==> config.mk <==
export PLATFORM = sky130hd
export DESIGN_NAME = frame_validator_flat
export DESIGN_NICKNAME = d
export VERILOG_FILES = /design/src/rtl/core/fv_pkg.sv /design/src/rtl/core/fv_channels.sv /design/src/rtl/core/frame_validator.sv /design/src/flat_wrapper.sv
export SDC_FILE = /design/constraint.sdc
export NUM_CORES = 1
export LEC_CHECK = 0
export CORE_MARGIN = 3
export CORE_UTILIZATION = 59
export DETAILED_ROUTE_END_ITERATION = 10
export DONT_BUFFER_PORTS = 1
export GPL_ROUTABILITY_DRIVEN = 0
export PLACE_DENSITY = 0.75
export SETUP_SLACK_MARGIN = 0.02
export SLEW_MARGIN = 20
export SYNTH_ARGS = -nofsm -noshare
export SYNTH_HDL_FRONTEND = slang
export SYNTH_SLANG_ARGS = --single-unit
==> constraint.sdc <==
create_clock -name clock -period 10.2 [get_ports clock]
set_clock_uncertainty 0.15 [all_clocks]
set_input_delay 2.04 -clock clock [delete_from_list [all_inputs] [get_ports clock]]
set_output_delay 2.04 -clock clock [all_outputs]
set_load 0.05 [all_outputs]
==> src/rtl/core/fv_pkg.sv <==
`timescale 1ns / 1ps

package fv_pkg;

   // Verdict codes, first failing check wins
   typedef enum logic [2:0] {
      ERR_NONE     = 3'd0,
      ERR_LENGTH   = 3'd1,
      ERR_HEADER   = 3'd2,
      ERR_CHECKSUM = 3'd3,
      ERR_ADDRESS  = 3'd4
   } err_code_type;

   // Register slots, one per 8-byte step of the address
   typedef enum logic [1:0] {
      REG_HEADER_TO_NODE = 2'd0,
      REG_HEADER_TO_WIRE = 2'd1,
      REG_OWN_ADDRESS    = 2'd2,
      REG_BYPASS_CHECKS  = 2'd3
   } reg_index_type;

   localparam int unsigned COUNT_W  = 16;
   localparam int unsigned BYTE_W   = 8;
   localparam int unsigned ADDR_W   = 48;
   localparam int unsigned HDR_W    = 16;
   localparam int unsigned CODE_W   = 3;
   localparam int unsigned PADDR_W  = 5;
   localparam int unsigned PDATA_W  = 64;

   localparam logic [COUNT_W-1:0] COUNT_MAX    = 16'hFFFF;
   localparam logic [COUNT_W-1:0] IDX_HDR_LO   = 16'd1;
   localparam logic [COUNT_W-1:0] IDX_ADDR_LO  = 16'd2;
   localparam logic [COUNT_W-1:0] IDX_ADDR_END = 16'd8;
   localparam logic [COUNT_W-1:0] IDX_LEN_HI   = 16'd8;
   localparam logic [COUNT_W-1:0] IDX_LEN_LO   = 16'd9;
   localparam logic [COUNT_W-1:0] MIN_FRAME    = 16'd3;

   localparam logic MODE_TO_NODE = 1'b0;

endpackage

==> src/rtl/core/fv_channels.sv <==
`timescale 1ns / 1ps

interface fv_req_if;
   logic       valid;
   logic       ready;
   logic [7:0] data_byte;
   logic       last_byte;
   logic       mode;

   modport source (output valid, output data_byte, output last_byte, output mode,
                   input ready);
   modport sink   (input valid, input data_byte, input last_byte, input mode,
                   output ready);
endinterface

interface fv_rsp_if;
   logic        valid;
   logic        ready;
   logic        frame_ok;
   logic [2:0]  error_code;
   logic [15:0] frame_length;

   modport source (output valid, output frame_ok, output error_code,
                   output frame_length, input ready);
   modport sink   (input valid, input frame_ok, input error_code,
                   input frame_length, output ready);
endinterface

==> src/rtl/core/frame_validator.sv <==
`timescale 1ns / 1ps

// Frame validator: takes a frame one byte per request (last_byte marks the end,
// mode is taken from the first byte) and returns one verdict per frame on the
// response channel: frame_ok, an error code (length, header, checksum, address,
// first failure wins) and the saturated byte count. Sustained rate is one byte
// per clock while the response side keeps up; each request passes through the
// input register, and a last byte's verdict is loaded from there into the
// response register. Only a last byte waits for the response register; other
// bytes never stall in the input register. Registers sit on an APB-style port
// at byte addresses 0 (header to node), 8 (header to wire), 16 (own address,
// frame byte 2 in bits 47:40) and 24 (bypass checks); write them only while
// no frame is in flight.

module frame_validator (
   input  logic                            clock,
   input  logic                            reset,
   fv_req_if.sink                          req_if,
   fv_rsp_if.source                        rsp_if,
   input  logic                            psel,
   input  logic                            penable,
   input  logic                            pwrite,
   input  logic [fv_pkg::PADDR_W-1:0]      paddr,
   input  logic [fv_pkg::PDATA_W-1:0]      pwdata,
   output logic [fv_pkg::PDATA_W-1:0]      prdata,
   output logic                            pready
);

   // ---------------------------------------------------------------- config
   logic [fv_pkg::HDR_W-1:0]  hdr_node_ff;
   logic [fv_pkg::HDR_W-1:0]  hdr_wire_ff;
   logic [fv_pkg::ADDR_W-1:0] own_addr_ff;
   logic                      bypass_ff;
   logic                      csr_write;
   fv_pkg::reg_index_type     csr_sel;

   assign pready    = 1'b1;
   assign csr_write = psel && penable && pwrite;
   // decode on the 8-byte register slot only
   assign csr_sel   = fv_pkg::reg_index_type'(paddr[4:3]);

   always_ff @(posedge clock) begin
      if (reset) begin
         hdr_node_ff <= '0;
         hdr_wire_ff <= '0;
         own_addr_ff <= '0;
         bypass_ff   <= 1'b0;
      end else if (csr_write) begin
         unique case (csr_sel)
            fv_pkg::REG_HEADER_TO_NODE: hdr_node_ff <= pwdata[fv_pkg::HDR_W-1:0];
            fv_pkg::REG_HEADER_TO_WIRE: hdr_wire_ff <= pwdata[fv_pkg::HDR_W-1:0];
            fv_pkg::REG_OWN_ADDRESS:    own_addr_ff <= pwdata[fv_pkg::ADDR_W-1:0];
            fv_pkg::REG_BYPASS_CHECKS:  bypass_ff   <= pwdata[0];
            default: ;
         endcase
      end
   end

   always_comb begin
      prdata = '0;
      unique case (csr_sel)
         fv_pkg::REG_HEADER_TO_NODE: prdata = {48'd0, hdr_node_ff};
         fv_pkg::REG_HEADER_TO_WIRE: prdata = {48'd0, hdr_wire_ff};
         fv_pkg::REG_OWN_ADDRESS:    prdata = {16'd0, own_addr_ff};
         fv_pkg::REG_BYPASS_CHECKS:  prdata = {63'd0, bypass_ff};
         default:                    prdata = '0;
      endcase
   end

   // --------------------------------------------------------- input register
   logic                      in_valid_ff;
   logic [fv_pkg::BYTE_W-1:0] in_byte_ff;
   logic                      in_last_ff;
   logic                      in_mode_ff;
   logic                      advance;
   logic                      req_take;

   // Bytes without the end mark always advance; a last byte needs the response
   // register free or being drained this cycle.
   assign advance  = in_valid_ff && (!in_last_ff || !rsp_if.valid || rsp_if.ready);
   assign req_if.ready = !in_valid_ff || advance;
   assign req_take = req_if.valid && req_if.ready;

   always_ff @(posedge clock) begin
      if (reset) begin
         in_valid_ff <= 1'b0;
      end else if (req_if.ready) begin
         in_valid_ff <= req_if.valid;
      end
   end

   always_ff @(posedge clock) begin
      if (req_take) begin
         in_byte_ff <= req_if.data_byte;
         in_last_ff <= req_if.last_byte;
         in_mode_ff <= req_if.mode;
      end
   end

   // ------------------------------------------------------------ frame state
   logic [fv_pkg::COUNT_W-1:0] count_ff,    count_in;
   logic [fv_pkg::BYTE_W-1:0]  sum_ff,      sum_in;
   logic [fv_pkg::BYTE_W-1:0]  prev_ff,     prev_in;
   logic [fv_pkg::HDR_W-1:0]   hdr_seen_ff, hdr_seen_in;
   logic [fv_pkg::COUNT_W-1:0] len_fld_ff,  len_fld_in;
   logic                       addr_ok_ff,  addr_ok_in;
   logic                       mode_ff,     mode_in;

   // Values after this byte lands; the verdict looks at these
   logic [fv_pkg::COUNT_W-1:0] count_sat;
   logic [fv_pkg::HDR_W-1:0]   hdr_upd;
   logic [fv_pkg::COUNT_W-1:0] len_upd;
   logic                       addr_ok_upd;
   logic                       mode_upd;
   logic                       is_addr_byte;
   logic [fv_pkg::BYTE_W-1:0]  addr_want;
   logic [fv_pkg::HDR_W-1:0]   hdr_expect;
   fv_pkg::err_code_type       verdict;

   assign count_sat = (count_ff == fv_pkg::COUNT_MAX) ? fv_pkg::COUNT_MAX
                                                     : count_ff + 16'd1;
   assign mode_upd  = (count_ff == '0) ? in_mode_ff : mode_ff;

   assign is_addr_byte = (count_ff >= fv_pkg::IDX_ADDR_LO) &&
                         (count_ff <  fv_pkg::IDX_ADDR_END);

   // Pick the address byte expected at this position, byte 2 first
   always_comb begin
      addr_want = '0;
      unique case (count_ff[2:0])
         3'd2:    addr_want = own_addr_ff[47:40];
         3'd3:    addr_want = own_addr_ff[39:32];
         3'd4:    addr_want = own_addr_ff[31:24];
         3'd5:    addr_want = own_addr_ff[23:16];
         3'd6:    addr_want = own_addr_ff[15:8];
         3'd7:    addr_want = own_addr_ff[7:0];
         default: addr_want = '0;
      endcase
   end

   assign addr_ok_upd = addr_ok_ff && !(is_addr_byte && (addr_want != in_byte_ff));

   always_comb begin
      hdr_upd = hdr_seen_ff;
      len_upd = len_fld_ff;
      if (count_ff == '0) begin
         hdr_upd[15:8] = in_byte_ff;
      end else if (count_ff == fv_pkg::IDX_HDR_LO) begin
         hdr_upd[7:0] = in_byte_ff;
      end else if (count_ff == fv_pkg::IDX_LEN_HI) begin
         len_upd[15:8] = in_byte_ff;
      end else if (count_ff == fv_pkg::IDX_LEN_LO) begin
         len_upd[7:0] = in_byte_ff;
      end
   end

   assign hdr_expect = (mode_upd == fv_pkg::MODE_TO_NODE) ? hdr_node_ff : hdr_wire_ff;

   // Checks in order; the first failing one sets the code. The checksum holds
   // when the byte before last equals the 8-bit sum of everything ahead of it.
   always_comb begin
      priority if (count_sat < fv_pkg::MIN_FRAME || len_upd != count_sat) begin
         verdict = fv_pkg::ERR_LENGTH;
      end else if (hdr_upd != hdr_expect) begin
         verdict = fv_pkg::ERR_HEADER;
      end else if (!bypass_ff && sum_ff != prev_ff) begin
         verdict = fv_pkg::ERR_CHECKSUM;
      end else if (!bypass_ff && mode_upd == fv_pkg::MODE_TO_NODE && !addr_ok_upd) begin
         verdict = fv_pkg::ERR_ADDRESS;
      end else begin
         verdict = fv_pkg::ERR_NONE;
      end
   end

   // Next frame state: a last byte returns everything to the idle values
   always_comb begin
      count_in    = count_ff;
      sum_in      = sum_ff;
      prev_in     = prev_ff;
      hdr_seen_in = hdr_seen_ff;
      len_fld_in  = len_fld_ff;
      addr_ok_in  = addr_ok_ff;
      mode_in     = mode_ff;
      if (advance) begin
         if (in_last_ff) begin
            count_in    = '0;
            sum_in      = '0;
            prev_in     = '0;
            hdr_seen_in = '0;
            len_fld_in  = '0;
            addr_ok_in  = 1'b1;
            mode_in     = 1'b0;
         end else begin
            count_in    = count_sat;
            // fold the previous byte into the sum, wrapping at 8 bits
            sum_in      = (count_ff == '0) ? sum_ff : sum_ff + prev_ff;
            prev_in     = in_byte_ff;
            hdr_seen_in = hdr_upd;
            len_fld_in  = len_upd;
            addr_ok_in  = addr_ok_upd;
            mode_in     = mode_upd;
         end
      end
   end

   always_ff @(posedge clock) begin
      if (reset) begin
         count_ff    <= '0;
         sum_ff      <= '0;
         prev_ff     <= '0;
         hdr_seen_ff <= '0;
         len_fld_ff  <= '0;
         addr_ok_ff  <= 1'b1;
         mode_ff     <= 1'b0;
      end else begin
         count_ff    <= count_in;
         sum_ff      <= sum_in;
         prev_ff     <= prev_in;
         hdr_seen_ff <= hdr_seen_in;
         len_fld_ff  <= len_fld_in;
         addr_ok_ff  <= addr_ok_in;
         mode_ff     <= mode_in;
      end
   end

   // ------------------------------------------------------- response register
   logic                       rsp_valid_ff, rsp_valid_in;
   logic                       rsp_ok_ff;
   fv_pkg::err_code_type       rsp_code_ff;
   logic [fv_pkg::COUNT_W-1:0] rsp_len_ff;
   logic                       rsp_load;

   assign rsp_load     = advance && in_last_ff;
   assign rsp_valid_in = rsp_load || (rsp_valid_ff && !rsp_if.ready);

   always_ff @(posedge clock) begin
      if (reset) begin
         rsp_valid_ff <= 1'b0;
      end else begin
         rsp_valid_ff <= rsp_valid_in;
      end
   end

   always_ff @(posedge clock) begin
      if (rsp_load) begin
         rsp_ok_ff   <= (verdict == fv_pkg::ERR_NONE);
         rsp_code_ff <= verdict;
         rsp_len_ff  <= count_sat;
      end
   end

   assign rsp_if.valid        = rsp_valid_ff;
   assign rsp_if.frame_ok     = rsp_ok_ff;
   assign rsp_if.error_code   = rsp_code_ff;
   assign rsp_if.frame_length = rsp_len_ff;

   // -------------------------------------------------------------- assertions
   // a verdict appears only after a last byte was processed
   a_rsp_from_last: assert property (@(posedge clock) disable iff (reset)
      $rose(rsp_valid_ff) |-> $past(rsp_load))
      else $error("response raised without a last byte");

   // frame_ok agrees with the error code
   a_ok_matches_code: assert property (@(posedge clock) disable iff (reset)
      rsp_valid_ff |-> (rsp_ok_ff == (rsp_code_ff == fv_pkg::ERR_NONE)))
      else $error("frame_ok disagrees with error code");

   // a last byte leaves the frame state cleared
   a_clear_after_last: assert property (@(posedge clock) disable iff (reset)
      rsp_load |=> (count_ff == '0 && addr_ok_ff && sum_ff == '0))
      else $error("frame state not cleared after last byte");

   // no address byte is checked before byte 2
   a_addr_early: assert property (@(posedge clock) disable iff (reset)
      (count_ff < fv_pkg::MIN_FRAME) |-> addr_ok_ff)
      else $error("address mismatch before any address byte");

   // the input side only stalls behind a blocked verdict
   a_stall_cause: assert property (@(posedge clock) disable iff (reset)
      !req_if.ready |-> (in_valid_ff && in_last_ff && rsp_valid_ff && !rsp_if.ready))
      else $error("request stalled without a blocked response");

endmodule

==> src/flat_wrapper.sv <==
// flat-port wrapper written by rule: the top's interface ports become plain ports
module frame_validator_flat 
  (clock, reset, psel, penable, pwrite, paddr, pwdata, prdata, pready, req_if_valid, req_if_data_byte, req_if_last_byte, req_if_mode, req_if_ready, rsp_if_valid, rsp_if_frame_ok, rsp_if_error_code, rsp_if_frame_length, rsp_if_ready);
  fv_req_if req_if_i ();
  fv_rsp_if rsp_if_i ();
  input  logic clock;
  input  logic reset;
  input  logic psel;
  input  logic penable;
  input  logic pwrite;
  input  logic [fv_pkg::PADDR_W-1:0] paddr;
  input  logic [fv_pkg::PDATA_W-1:0] pwdata;
  output logic [fv_pkg::PDATA_W-1:0] prdata;
  output logic pready;
  input wire logic [$bits(req_if_i.valid)-1:0] req_if_valid;
  input wire logic [$bits(req_if_i.data_byte)-1:0] req_if_data_byte;
  input wire logic [$bits(req_if_i.last_byte)-1:0] req_if_last_byte;
  input wire logic [$bits(req_if_i.mode)-1:0] req_if_mode;
  output wire logic [$bits(req_if_i.ready)-1:0] req_if_ready;
  output wire logic [$bits(rsp_if_i.valid)-1:0] rsp_if_valid;
  output wire logic [$bits(rsp_if_i.frame_ok)-1:0] rsp_if_frame_ok;
  output wire logic [$bits(rsp_if_i.error_code)-1:0] rsp_if_error_code;
  output wire logic [$bits(rsp_if_i.frame_length)-1:0] rsp_if_frame_length;
  input wire logic [$bits(rsp_if_i.ready)-1:0] rsp_if_ready;
  assign req_if_i.valid = req_if_valid;
  assign req_if_i.data_byte = req_if_data_byte;
  assign req_if_i.last_byte = req_if_last_byte;
  assign req_if_i.mode = req_if_mode;
  assign req_if_ready = req_if_i.ready;
  assign rsp_if_valid = rsp_if_i.valid;
  assign rsp_if_frame_ok = rsp_if_i.frame_ok;
  assign rsp_if_error_code = rsp_if_i.error_code;
  assign rsp_if_frame_length = rsp_if_i.frame_length;
  assign rsp_if_i.ready = rsp_if_ready;
  frame_validator u_core (.clock(clock), .reset(reset), .req_if(req_if_i), .rsp_if(rsp_if_i), .psel(psel), .penable(penable), .pwrite(pwrite), .paddr(paddr), .pwdata(pwdata), .prdata(prdata), .pready(pready));
endmodule
==> impl_metrics.toml <==
[setup_path]
timing.rr.start = "u_core.count_ff[8]"
cp-end-kind = "primary output"
cp_cell_sequence = "nor2b_2 > buf_4 > nand2_1 > o21ai_1"
ff2ff_setup_slack_ns = 5.72
cp-start-kind = "input port"
arrival_ns = 3.29
crit_type = "input port to primary output"
slowest_stage = "o21ai_1"
reg2reg_to = "u_core.rsp_if.error_code[2]"
crit_path_max_incr_delay_ns = 0.54
critPathMaxFanout = 42
reg2reg_depth = 8
required_ns = 8.01

[yosys]
syn-instance-count = 1057
synth_compound_area_share_pct = 15.1
yosysSeqAreaShare_pct = 42.8
syn_area_per_cell_sq_um = 8.58
synthArstFlopShare_pct = 0
yosys.area.top_type = "dfxtp_1"
synth.distinct_cells = 61
synth_area_leaders = "dfxtp_1, edfxtp_1, nand2_1"
syn_area_sq_um = 9070
yosysWarnings = 0
synth_seq_cells = 179
synth_adder_area_share_pct = 2.01
synthSimpleGateAreaFrac_pct = 21.8
synth_edf_count = 30
synth_top_family_by_area = "simple AND/OR/NAND/NOR gates"
ys.flop_type = "dfxtp_1"
synth_top_area_share_pct = 32.9
muxShareOfSynthArea_pct = 8.37
synthXorXnorAreaFrac_pct = 4.63

[power]
power_mw = 1.46
p_int_mw = 1.12
peakVddDrop_uv = 116
clkPwrFrac_pct = 43.3
comb_power_share_pct = 5.7
p_seq_share_pct = 51.0
power_density_nw_per_um2 = 152
switching_share_pct = 23.3
switchingPower_mw = 0.340
p_leak_nw = 3.40

[sta]
hold_viol = 0
max_clock_freq_mhz = 182
tightest_slew_ns = 1.08
whs_ns = 0.311
fin_crit_sh_pct = 53.7
setup_violations = 0
rsz0062_at_grt = "false"
tns_ns = 0
finalCriticalPeriod_ns = 5.48
drv_slew = 0
max_slew_margin_pct = 27.3

[hold_path]
holdCritStartpoint = "u_core.prev_ff[3]"
hold_class = "flop to flop"
holdPathStages = 2
holdPathEnd = "u_core.prev_ff[3]"

[status]
outcome = "complete, no violations"

[clocking]
cts_setup_buffers = 0
clock_path_buffers = 2
hold_buffers = 0
htreeDepth = 4
cts_resized = 0
clock_sinks = 179
root_buffer = "clkbuf_16"
clkLatencyLatePin_ns = 0.43
cts.clk_slew.worst_paths_ns = 0.06
cts_tree = "built"
cts_made_buffers = 17

[layout]
mostFrequentLayoutCells = "nand2_1, dfxtp_1, a21oi_1, nor2_1, mux2i_1"
fillers = 1262
num_antenna_cells = 0
nets = 1110
final_common_cell = "nand2_1"
fin_util_pct = 64.8
final_cells = 1207
syn_to_final_growth_pct = 5.71
layout-drive-gt1-share_pct = 4.99

[route]
wl_per_cell_microns = 19.6
vias = 7560
drc = 0
ant_nets = 0
first_iter_violations = 977
vias_per_cell = 6.26
dr.pass1.iters = 8
routed_wl_microns = 23700

[placement]
dpl.hpwl_microns = 16400
io_buffers = 0
dp.cells = 1175

[floorplanning]
rows = 44
core_sq_um = 14800
dieArea_sq_um = 16900
start_util_pct = 61.3
die_w_microns = 130
fp.dieH_microns = 130
ioPinCount = 173

[grt]
grt_max_degree = 150
grt_pass1_vias = 6679
grt_usage_pct = 28.3
grt_overflow = 0
grt_pass1_wl_microns = 37100
antenna_found_initial = 0

[run]
maxCapViolCount = 0
[how the worst max path moves through the flow]
stage / endpoint / start / slack (ns)
after floorplan: prdata[11] / paddr[3] / 3.89
after global placement: prdata[8] / paddr[4] / 4.75
after detailed placement: prdata[8] / paddr[4] / 4.70
after CTS: prdata[8] / paddr[4] / 4.70
after global routing: prdata[8] / paddr[4] / 4.60
final: prdata[8] / paddr[4] / 4.72
[cell families after synthesis]
logic type                 Yosys count
adders and majority gates           14
muxes                               73
AOI/OAI and AO/OA                  220
DFF                                179
xor gates and xnor gates            48
buffers and inverters              100
other                                2
and+or+nand+nor                    421
[cells in the mapped netlist, drive strengths merged (4+ instances only)]
master and n:
dfxtp 149, edfxtp 30, a31oi 4, nor3 12, a222oi 8, and4 8, buf 30, nand3b 9
a21o 5, nor2 70, o211ai 8, ha 13, and2 36, and3 4, nand4 19, nor2b 12
xor2 9, o21ai 24, inv 12, clkbuf 58, nand3 10, xnor2 39, a21oi 101, nor4 12
nand2 211, mux2i 69, a22oi 59
[per-layer routing]
layer  wire [microns]  vias up  track usage [%]
li1                 -     3589                -
met1            10300     3575             40.0
met2            10800      345             42.3
met3             1910       51             6.55
met4              685        0             11.1
met5                0        -                0
[flip-flops by register name, indices dropped and copies added (netlist names)]
signal,cells
u_core.hdr_seen_ff,16
u_core.in_mode_ff,1
u_core.prev_ff,8
u_core.in_last_ff,1
u_core.addr_ok_ff,1
u_core.rsp_if.valid,1
u_core.len_fld_ff,16
u_core.mode_ff,1
u_core.hdr_node_ff,16
u_core.count_ff,16
u_core.own_addr_ff,48
u_core.in_valid_ff,1
u_core.sum_ff,8
u_core.bypass_ff,1
u_core.rsp_if.frame_length,16
u_core.rsp_if.error_code,3
u_core.hdr_wire_ff,16
u_core.in_byte_ff,8
u_core.rsp_if.frame_ok,1
[critical path: cells and delay by family]
family,cells,cell delay [ns]
compound gates,1,0.54
buf+inv,1,0.36
simple gates,2,0.34
[through the flow]
stage | setup slack [ns] | area [sq um]
2_1_floorplan | 3.89 | 9130
3_3_place_gp | 4.75 | 9000
3_5_place_dp | 4.70 | 9000
4_1_cts | 4.70 | 9580
5_1_grt | 4.60 | 9590
6_report | 4.72 | 9590
[power by group through the flow]
stage               clock network [mW]  registers (mW)  logic, mW
floorplan                            0           0.754     0.0837
global placement                     0           0.760     0.0809
detailed placement                   0           0.760     0.0821
CTS                              0.642           0.744     0.0823
global route                     0.672           0.745     0.0905
finish                           0.632           0.744     0.0834
[cell type report]
| class | instances | area [sq um] | share of cell area, % |
|---|---|---|---|
| sequential | 179 | 3880 | 40.5 |
| tap | 184 | 230 | 2.40 |
| inverter | 12 | 45.0 | 0.470 |
| timing repair buffer | 7 | 52.6 | 0.548 |
| clock inverter | 7 | 72.6 | 0.757 |
| clock buffer | 25 | 505 | 5.27 |
| multi-input combinational | 793 | 4800 | 50.1 |
Note: power is estimated with default switching activity, not from simulation.
